### src/rtl/fdm_pkg.sv
// Package for the fault debounce monitor.
// Holds the transfer payload types, command codes and status codes.
// No dependencies.
package fdm_pkg;

  localparam logic [1:0] CMD_REGISTER = 2'd0;
  localparam logic [1:0] CMD_POLL     = 2'd1;
  localparam logic [1:0] CMD_QUERY    = 2'd2;

  localparam logic [1:0] STATUS_OK    = 2'd0;
  localparam logic [1:0] STATUS_FAIL  = 2'd1;
  localparam logic [1:0] STATUS_EMPTY = 2'd2;

  typedef struct packed {
    logic [1:0]  command;
    logic [3:0]  channel;
    logic [15:0] entry_threshold;
    logic        entry_level;
    logic [15:0] error_flags;
  } in_item_t;

  typedef struct packed {
    logic [1:0] status;
    logic [3:0] entry_index;
    logic       fault_active;
    logic       severity;
    logic       raised;
    logic       cleared;
    logic       last;
  } out_item_t;

endpackage

### src/rtl/fault_debounce_monitor_unit.sv
// Fault debounce monitor: a table of fault entries with debounce counters. Depends on fdm_pkg.
// Register and query results are registered and appear the cycle after the input
// transfer; unused commands give no result.
// A poll walks the N registered entries in order: one shared counter update and threshold
// compare unit visits one entry per cycle while the output is not stalled.
// Reset (rst_n, synchronous, active low) empties the table and clears the sequencer.
module fault_debounce_monitor_unit #(
  parameter int MAX_ENTRIES = 16,
  parameter int COUNT_WIDTH = 16
) (
  input  logic             clk,
  input  logic             rst_n,
  input  logic             in_valid,
  output logic             in_stall,
  input  fdm_pkg::in_item_t  in_data,
  output logic             out_valid,
  input  logic             out_stall,
  output fdm_pkg::out_item_t out_data
);

  localparam int CAP   = (MAX_ENTRIES < 16) ? MAX_ENTRIES : 16;
  localparam int IW    = (CAP > 1) ? $clog2(CAP) : 1;
  localparam int TW    = $clog2(CAP + 1);
  localparam int CMP_W = (COUNT_WIDTH > 16) ? COUNT_WIDTH : 16;

  localparam logic ST_IDLE = 1'b0;
  localparam logic ST_WALK = 1'b1;

  logic [15:0]          thr_mem [CAP];
  logic                 lvl_mem [CAP];
  logic [COUNT_WIDTH-1:0] cnt_mem [CAP];
  logic                 act_mem [CAP];

  logic                 state_r, state_nxt;
  logic [TW-1:0]        total_r, total_nxt;
  logic [IW-1:0]        idx_r, idx_nxt;
  logic [CAP-1:0]       flags_r, flags_nxt;
  logic                 out_valid_r, out_valid_nxt;
  fdm_pkg::out_item_t   out_data_r, out_data_nxt;

  logic                 out_free;
  logic                 in_xfer;
  logic                 reg_we;
  logic [IW-1:0]        reg_idx;
  logic                 upd_we;
  logic [IW-1:0]        rd_idx;
  logic [15:0]          rd_thr;
  logic                 rd_lvl;
  logic [COUNT_WIDTH-1:0] rd_cnt;
  logic                 rd_act;
  logic                 fail;
  logic [COUNT_WIDTH-1:0] cnt_new;
  logic                 cnt_ge;
  logic                 raise_ev;
  logic                 clear_ev;
  logic                 act_mid;
  logic                 act_new;
  logic                 walk_last;
  logic                 query_hit;

  assign out_free  = !out_valid_r || !out_stall;
  assign in_stall  = (state_r != ST_IDLE) || !out_free;
  assign in_xfer   = in_valid && !in_stall;
  assign out_valid = out_valid_r;
  assign out_data  = out_data_r;

  assign reg_idx   = total_r[IW-1:0];
  assign rd_idx    = (state_r == ST_WALK) ? idx_r : in_data.channel[IW-1:0];
  assign rd_thr    = thr_mem[rd_idx];
  assign rd_lvl    = lvl_mem[rd_idx];
  assign rd_cnt    = cnt_mem[rd_idx];
  assign rd_act    = act_mem[rd_idx];

  // Shared debounce unit: saturating count, threshold compare, event flags.
  always_comb begin
    fail    = flags_r[idx_r];
    cnt_new = '0;
    if (fail) begin
      cnt_new = rd_cnt;
      if ((CMP_W'(rd_cnt) < CMP_W'(rd_thr)) && (rd_cnt != {COUNT_WIDTH{1'b1}})) begin
        cnt_new = rd_cnt + 1'b1;
      end
    end
    cnt_ge   = CMP_W'(cnt_new) >= CMP_W'(rd_thr);
    raise_ev = cnt_ge && !rd_act;
    act_mid  = rd_act || raise_ev;
    clear_ev = (cnt_new == '0) && act_mid;
    act_new  = act_mid && !clear_ev;
  end

  assign walk_last = (TW'(idx_r) + 1'b1) == total_r;
  assign query_hit = 5'(in_data.channel) < 5'(total_r);

  always_comb begin
    state_nxt     = state_r;
    total_nxt     = total_r;
    idx_nxt       = idx_r;
    flags_nxt     = flags_r;
    out_valid_nxt = out_valid_r && out_stall;
    out_data_nxt  = out_data_r;
    reg_we        = 1'b0;
    upd_we        = 1'b0;
    case (state_r)
      ST_IDLE: begin
        if (in_xfer) begin
          case (in_data.command)
            fdm_pkg::CMD_REGISTER: begin
              out_valid_nxt = 1'b1;
              out_data_nxt  = '0;
              out_data_nxt.last = 1'b1;
              if (total_r >= TW'(CAP)) begin
                out_data_nxt.status = fdm_pkg::STATUS_FAIL;
              end else begin
                reg_we    = 1'b1;
                total_nxt = total_r + 1'b1;
                out_data_nxt.status      = fdm_pkg::STATUS_OK;
                out_data_nxt.entry_index = 4'(reg_idx);
                out_data_nxt.severity    = in_data.entry_level;
              end
            end
            fdm_pkg::CMD_POLL: begin
              if (total_r == '0) begin
                out_valid_nxt = 1'b1;
                out_data_nxt  = '0;
                out_data_nxt.status = fdm_pkg::STATUS_EMPTY;
                out_data_nxt.last   = 1'b1;
              end else begin
                flags_nxt = in_data.error_flags[CAP-1:0];
                idx_nxt   = '0;
                state_nxt = ST_WALK;
              end
            end
            fdm_pkg::CMD_QUERY: begin
              out_valid_nxt = 1'b1;
              out_data_nxt  = '0;
              out_data_nxt.entry_index = in_data.channel;
              out_data_nxt.last        = 1'b1;
              if (query_hit) begin
                out_data_nxt.status       = fdm_pkg::STATUS_OK;
                out_data_nxt.fault_active = rd_act;
                out_data_nxt.severity     = rd_lvl;
              end else begin
                out_data_nxt.status = fdm_pkg::STATUS_FAIL;
              end
            end
            default: begin
            end
          endcase
        end
      end
      ST_WALK: begin
        if (out_free) begin
          upd_we        = 1'b1;
          out_valid_nxt = 1'b1;
          out_data_nxt.status       = fdm_pkg::STATUS_OK;
          out_data_nxt.entry_index  = 4'(idx_r);
          out_data_nxt.fault_active = act_new;
          out_data_nxt.severity     = rd_lvl;
          out_data_nxt.raised       = raise_ev;
          out_data_nxt.cleared      = clear_ev;
          out_data_nxt.last         = walk_last;
          if (walk_last) begin
            state_nxt = ST_IDLE;
          end else begin
            idx_nxt = idx_r + 1'b1;
          end
        end
      end
      default: begin
        state_nxt = ST_IDLE;
      end
    endcase
  end

  always_ff @(posedge clk) begin
    if (!rst_n) begin
      state_r     <= ST_IDLE;
      total_r     <= '0;
      idx_r       <= '0;
      out_valid_r <= 1'b0;
    end else begin
      state_r     <= state_nxt;
      total_r     <= total_nxt;
      idx_r       <= idx_nxt;
      out_valid_r <= out_valid_nxt;
    end
  end

  always_ff @(posedge clk) begin
    flags_r    <= flags_nxt;
    out_data_r <= out_data_nxt;
  end

  always_ff @(posedge clk) begin
    if (reg_we) begin
      thr_mem[reg_idx] <= in_data.entry_threshold;
      lvl_mem[reg_idx] <= in_data.entry_level;
      cnt_mem[reg_idx] <= '0;
      act_mem[reg_idx] <= 1'b0;
    end else if (upd_we) begin
      cnt_mem[idx_r] <= cnt_new;
      act_mem[idx_r] <= act_new;
    end
  end

`ifndef SYNTHESIS
  a_total_cap: assert property (@(posedge clk) disable iff (!rst_n)
    total_r <= TW'(CAP))
    else $error("entry count exceeds table capacity");

  a_walk_in_range: assert property (@(posedge clk) disable iff (!rst_n)
    (state_r == ST_WALK) |-> (TW'(idx_r) < total_r))
    else $error("poll walk index beyond registered entries");

  a_walk_ends: assert property (@(posedge clk) disable iff (!rst_n)
    (state_r == ST_WALK && out_free && walk_last) |=> (state_r == ST_IDLE))
    else $error("poll walk did not end after its last entry");

  a_no_transfer_busy: assert property (@(posedge clk) disable iff (!rst_n)
    (state_r == ST_WALK) |-> !in_xfer)
    else $error("input transfer during poll walk");

  a_empty_is_last: assert property (@(posedge clk) disable iff (!rst_n)
    (out_valid_r && out_data_r.status == fdm_pkg::STATUS_EMPTY) |-> out_data_r.last)
    else $error("empty poll result not marked last");
`endif

endmodule
### config.mk
export PLATFORM = sky130hd
export DESIGN_NAME = fault_debounce_monitor_unit
export DESIGN_NICKNAME = d
export VERILOG_FILES = /design/src/rtl/fdm_pkg.sv /design/src/rtl/fault_debounce_monitor_unit.sv
export SDC_FILE = /design/constraint.sdc
export NUM_CORES = 1
export LEC_CHECK = 0
export ABC_AREA = 1
export BUFFER_PORTS_ARGS = -buffer_cell sky130_fd_sc_hd__buf_2
export CAP_MARGIN = 40
export CORE_ASPECT_RATIO = 1.1
export CORE_MARGIN = 2
export CORE_UTILIZATION = 42
export CTS_BUF_LIST = sky130_fd_sc_hd__clkbuf_8 sky130_fd_sc_hd__clkbuf_16
export DETAILED_ROUTE_END_ITERATION = 8
export HOLD_SLACK_MARGIN = 0.15
export SLEW_MARGIN = 20
export SYNTH_ARGS = -nofsm -noshare
export SYNTH_HDL_FRONTEND = slang
export SYNTH_SLANG_ARGS = --single-unit
### constraint.sdc
create_clock -name clk -period 6.7 [get_ports clk]
set_clock_uncertainty 0.15 [all_clocks]
set_input_delay 0.67 -clock clk [delete_from_list [all_inputs] [get_ports clk]]
set_output_delay 0.67 -clock clk [all_outputs]
set_load 0.01 [all_outputs]
==> impl_results.md <==
- Syn Nets: 2,326
- Synth unique cells: between 40 and 50
- Critical Path AT: 6.38 ns
- Hold Startpoint: rst_n
- Static leakage: 11.4 nW
- Grt ovf: 0
- Post-route ant nets: 0
- Die W: 239 um
- Worst endpoint required time: 6.98 ns
- Worst Setup End Kind: flop
- Worst IR Drop VDD: approximately 0.23 mV
- Power Density: 271 nW/um^2
- Critical Path Start Type: flop
- First-pass GRT wire length: 104 mm
- Multi-input combinational cell area: 7110 sq um
- Tot Pwr: ~8.2 mW
- Fmax: roughly 160 MHz
- Worst-path clk slew: 0.06 ns
- Crit path max fanout: 32
- FF/Latch Area: 17,400 sq um
- Placer's final routability congestion estimate: between 0.8 and 0.9
- Root Driver: clkbuf_16
- H-tree levels: 2
- Total GRT Usage: 22.1%
- Minimum clock period: ~6.1 ns
- WL per Instance: 21.4 um
- Setup WS post-layout: 0.603 ns
- DRT Wirelength: around 70 mm
- Slowest cell delay on critical path: 0.47 ns
- Layout fillers: 5,182
- Max_cap viols: 0
- Worst slew pin tran: ~0.86 ns
- Sequential area share after synthesis: 67.9%
- I/O Buffers: 55
- Initial core utilization: a little over two fifths
- Pre-antenna DRT Iters: 6
- WHS Path Cells: 3
- Hold slack final: ~0.2 ns
- Yosys top cell by area: edfxtp_1
- FF-to-FF Start: state_r
- I/O pins: 56
- Ys async rst share: 0%
- EDFF count, synth: around 570
- Layout cell share with drive strength beyond 1: 16.1%
- Clk_lat worst skew: 0.63 ns
- Synth warn: 0
- Yosys top cell area share: 67.1%
- Critical path class: reg2reg
- Core area: 60,000 sq um
- Die area: 62,800 sq um
- Slew Viols, Final: 0
- Setup tns final: 0 ns
- Final hold violations: 0
- Die height: 263 um
- Worst R2R Setup Slack: 0.60 ns
- Final core occ: 50.5%
- Most used DFF post-synth: edfxtp_1
- Outcome: finished clean
- Period Utilization, post-route: 91.0%
- FF-to-FF path depth: 28
- Largest net degree at the start of global routing: 71
- Post-Syn Instances: 2,239
- Row count: 94
- Avg Cell Area, Syn: 11.4 sq um
- Synth top cells by count: edfxtp_1, nand2_1, nand3_1
- Max stage delay cell, worst path: dfxtp_1
- DR vias: approximately 18k
- Slew headroom: 42.3%
- RSZ-0062 raised after global routing: false
- Net count, final: 2,522
- Count leader, synth: edfxtp_1
- First-iteration detailed-routing DRC count: 1,652
- Max Root-Sink Buffers: 3
- Post-Synthesis Cell Area: 25,600 sq um
- Layout area overhead: 18.4%
- Post-place setup slack: 0.152 ns
- Number of global-route vias before repair: 17.4k
- DR DRC count: 0
- DP Wirelength: 43.1 mm
- Synth area leaders: edfxtp_1, nand2_1, nand3_1, nor2_1, o21ai_0
- Final setup viols: 0
- HP Class: in2reg
- CP Launch Point: state_r
- Via density per instance: around 5.5
- Num CTS Buffers: 61
- CTS tree: built
- Initial antenna violation count: 5
- Yosys reg bits: 582
- Sink Count: 582
[stage by stage]
step | instance area [sq um] | std cells
global route | 30300 | 3250
global placement | 27800 | 3101
floorplan | 25600 | 2239
finish | 30300 | 3250
CTS | 30100 | 3242
detailed placement | 28100 | 3117
[power breakdown]
group / total (mW) / leakage (nW) / internal, mW / switching (mW)
combinational: 0.979 / 5.29 / 0.367 / 0.612
clock: 3.22 / 0.986 / 1.87 / 1.35
sequential: 4.01 / 5.09 / 4.00 / 0.00941
[critical path: cells and delay by family (launching register included)]
kind	cells	cell delay (ns)
compound gates	8	1.88
fa+ha+maj	2	0.61
buf+inv	8	1.31
simple gates	10	1.42
flops	1	0.47
[cells in the final DEF (no fill, tap or decap), types with 39 or more instances in the layout]
master     Yosys  routed
o211ai_1      39      39
nor2_1       214     182
ha_1          44      44
clkbuf_16      0      63
nand2_1      463     463
buf_4         17     149
edfxtp_1     571     571
inv_1        147     161
buf_2         24      55
o21ai_0      142     142
nand3_1      268     268
[layer usage]
metal / global-route usage [%] / up-vias / wire length [um]
met3: 3.20 / 139 / 4340
met5: 0 / - / 24
li1: - / 8359 / -
met1: 28.9 / 8692 / 28700
met2: 37.4 / 638 / 34400
met4: 8.09 / 4 / 2140
[path summary, 6_finish.rpt]
kind,to
worst max-delay path,out_data[1]
worst min-delay path,total_r[3]
worst max register to register,out_data[1]
worst min register to register,total_r[2]
[flip-flops by register name, indices dropped and copies added, names as in the netlist]
register   count
act_mem       16
cnt_mem      256
total_r        5
thr_mem      256
out_valid      1
idx_r          4
lvl_mem       16
state_r        1
out_data      11
flags_r       16
[cell type report]
cell class | count | area share (%)
sequential | 582 | 57.4
multi-input combinational | 1372 | 23.5
timing repair buffer | 255 | 7.58
clock buffer | 63 | 5.21
tap | 768 | 3.18
inverter | 163 | 2.04
clock inverter | 46 | 1.10
antenna | 1 | 0.00827
[repair_timing]
action,CTS,global route
hold buffers,16,0
resized for setup,0,1
endpoints found under the hold margin,16,0
setup endpoints to repair,0,16
setup buffers,0,1
[kinds of logic (layout without fill, tap and decap cells)]
kind of cell             Yosys count  after routing  share of synthesized area, %
AND/OR/NAND/NOR                 1008           1008                          17.0
flip-flops                       582            582                          67.9
AO/OA/AOI/OAI                    310            310                          7.44
buffers and inverters            285            527                          5.10
adder cells (fa/ha/maj)           44             44                          2.15
XOR/XNOR                          10             10                         0.343
other                              0              1                             0
Note: power is estimated with default switching activity, not from simulation.
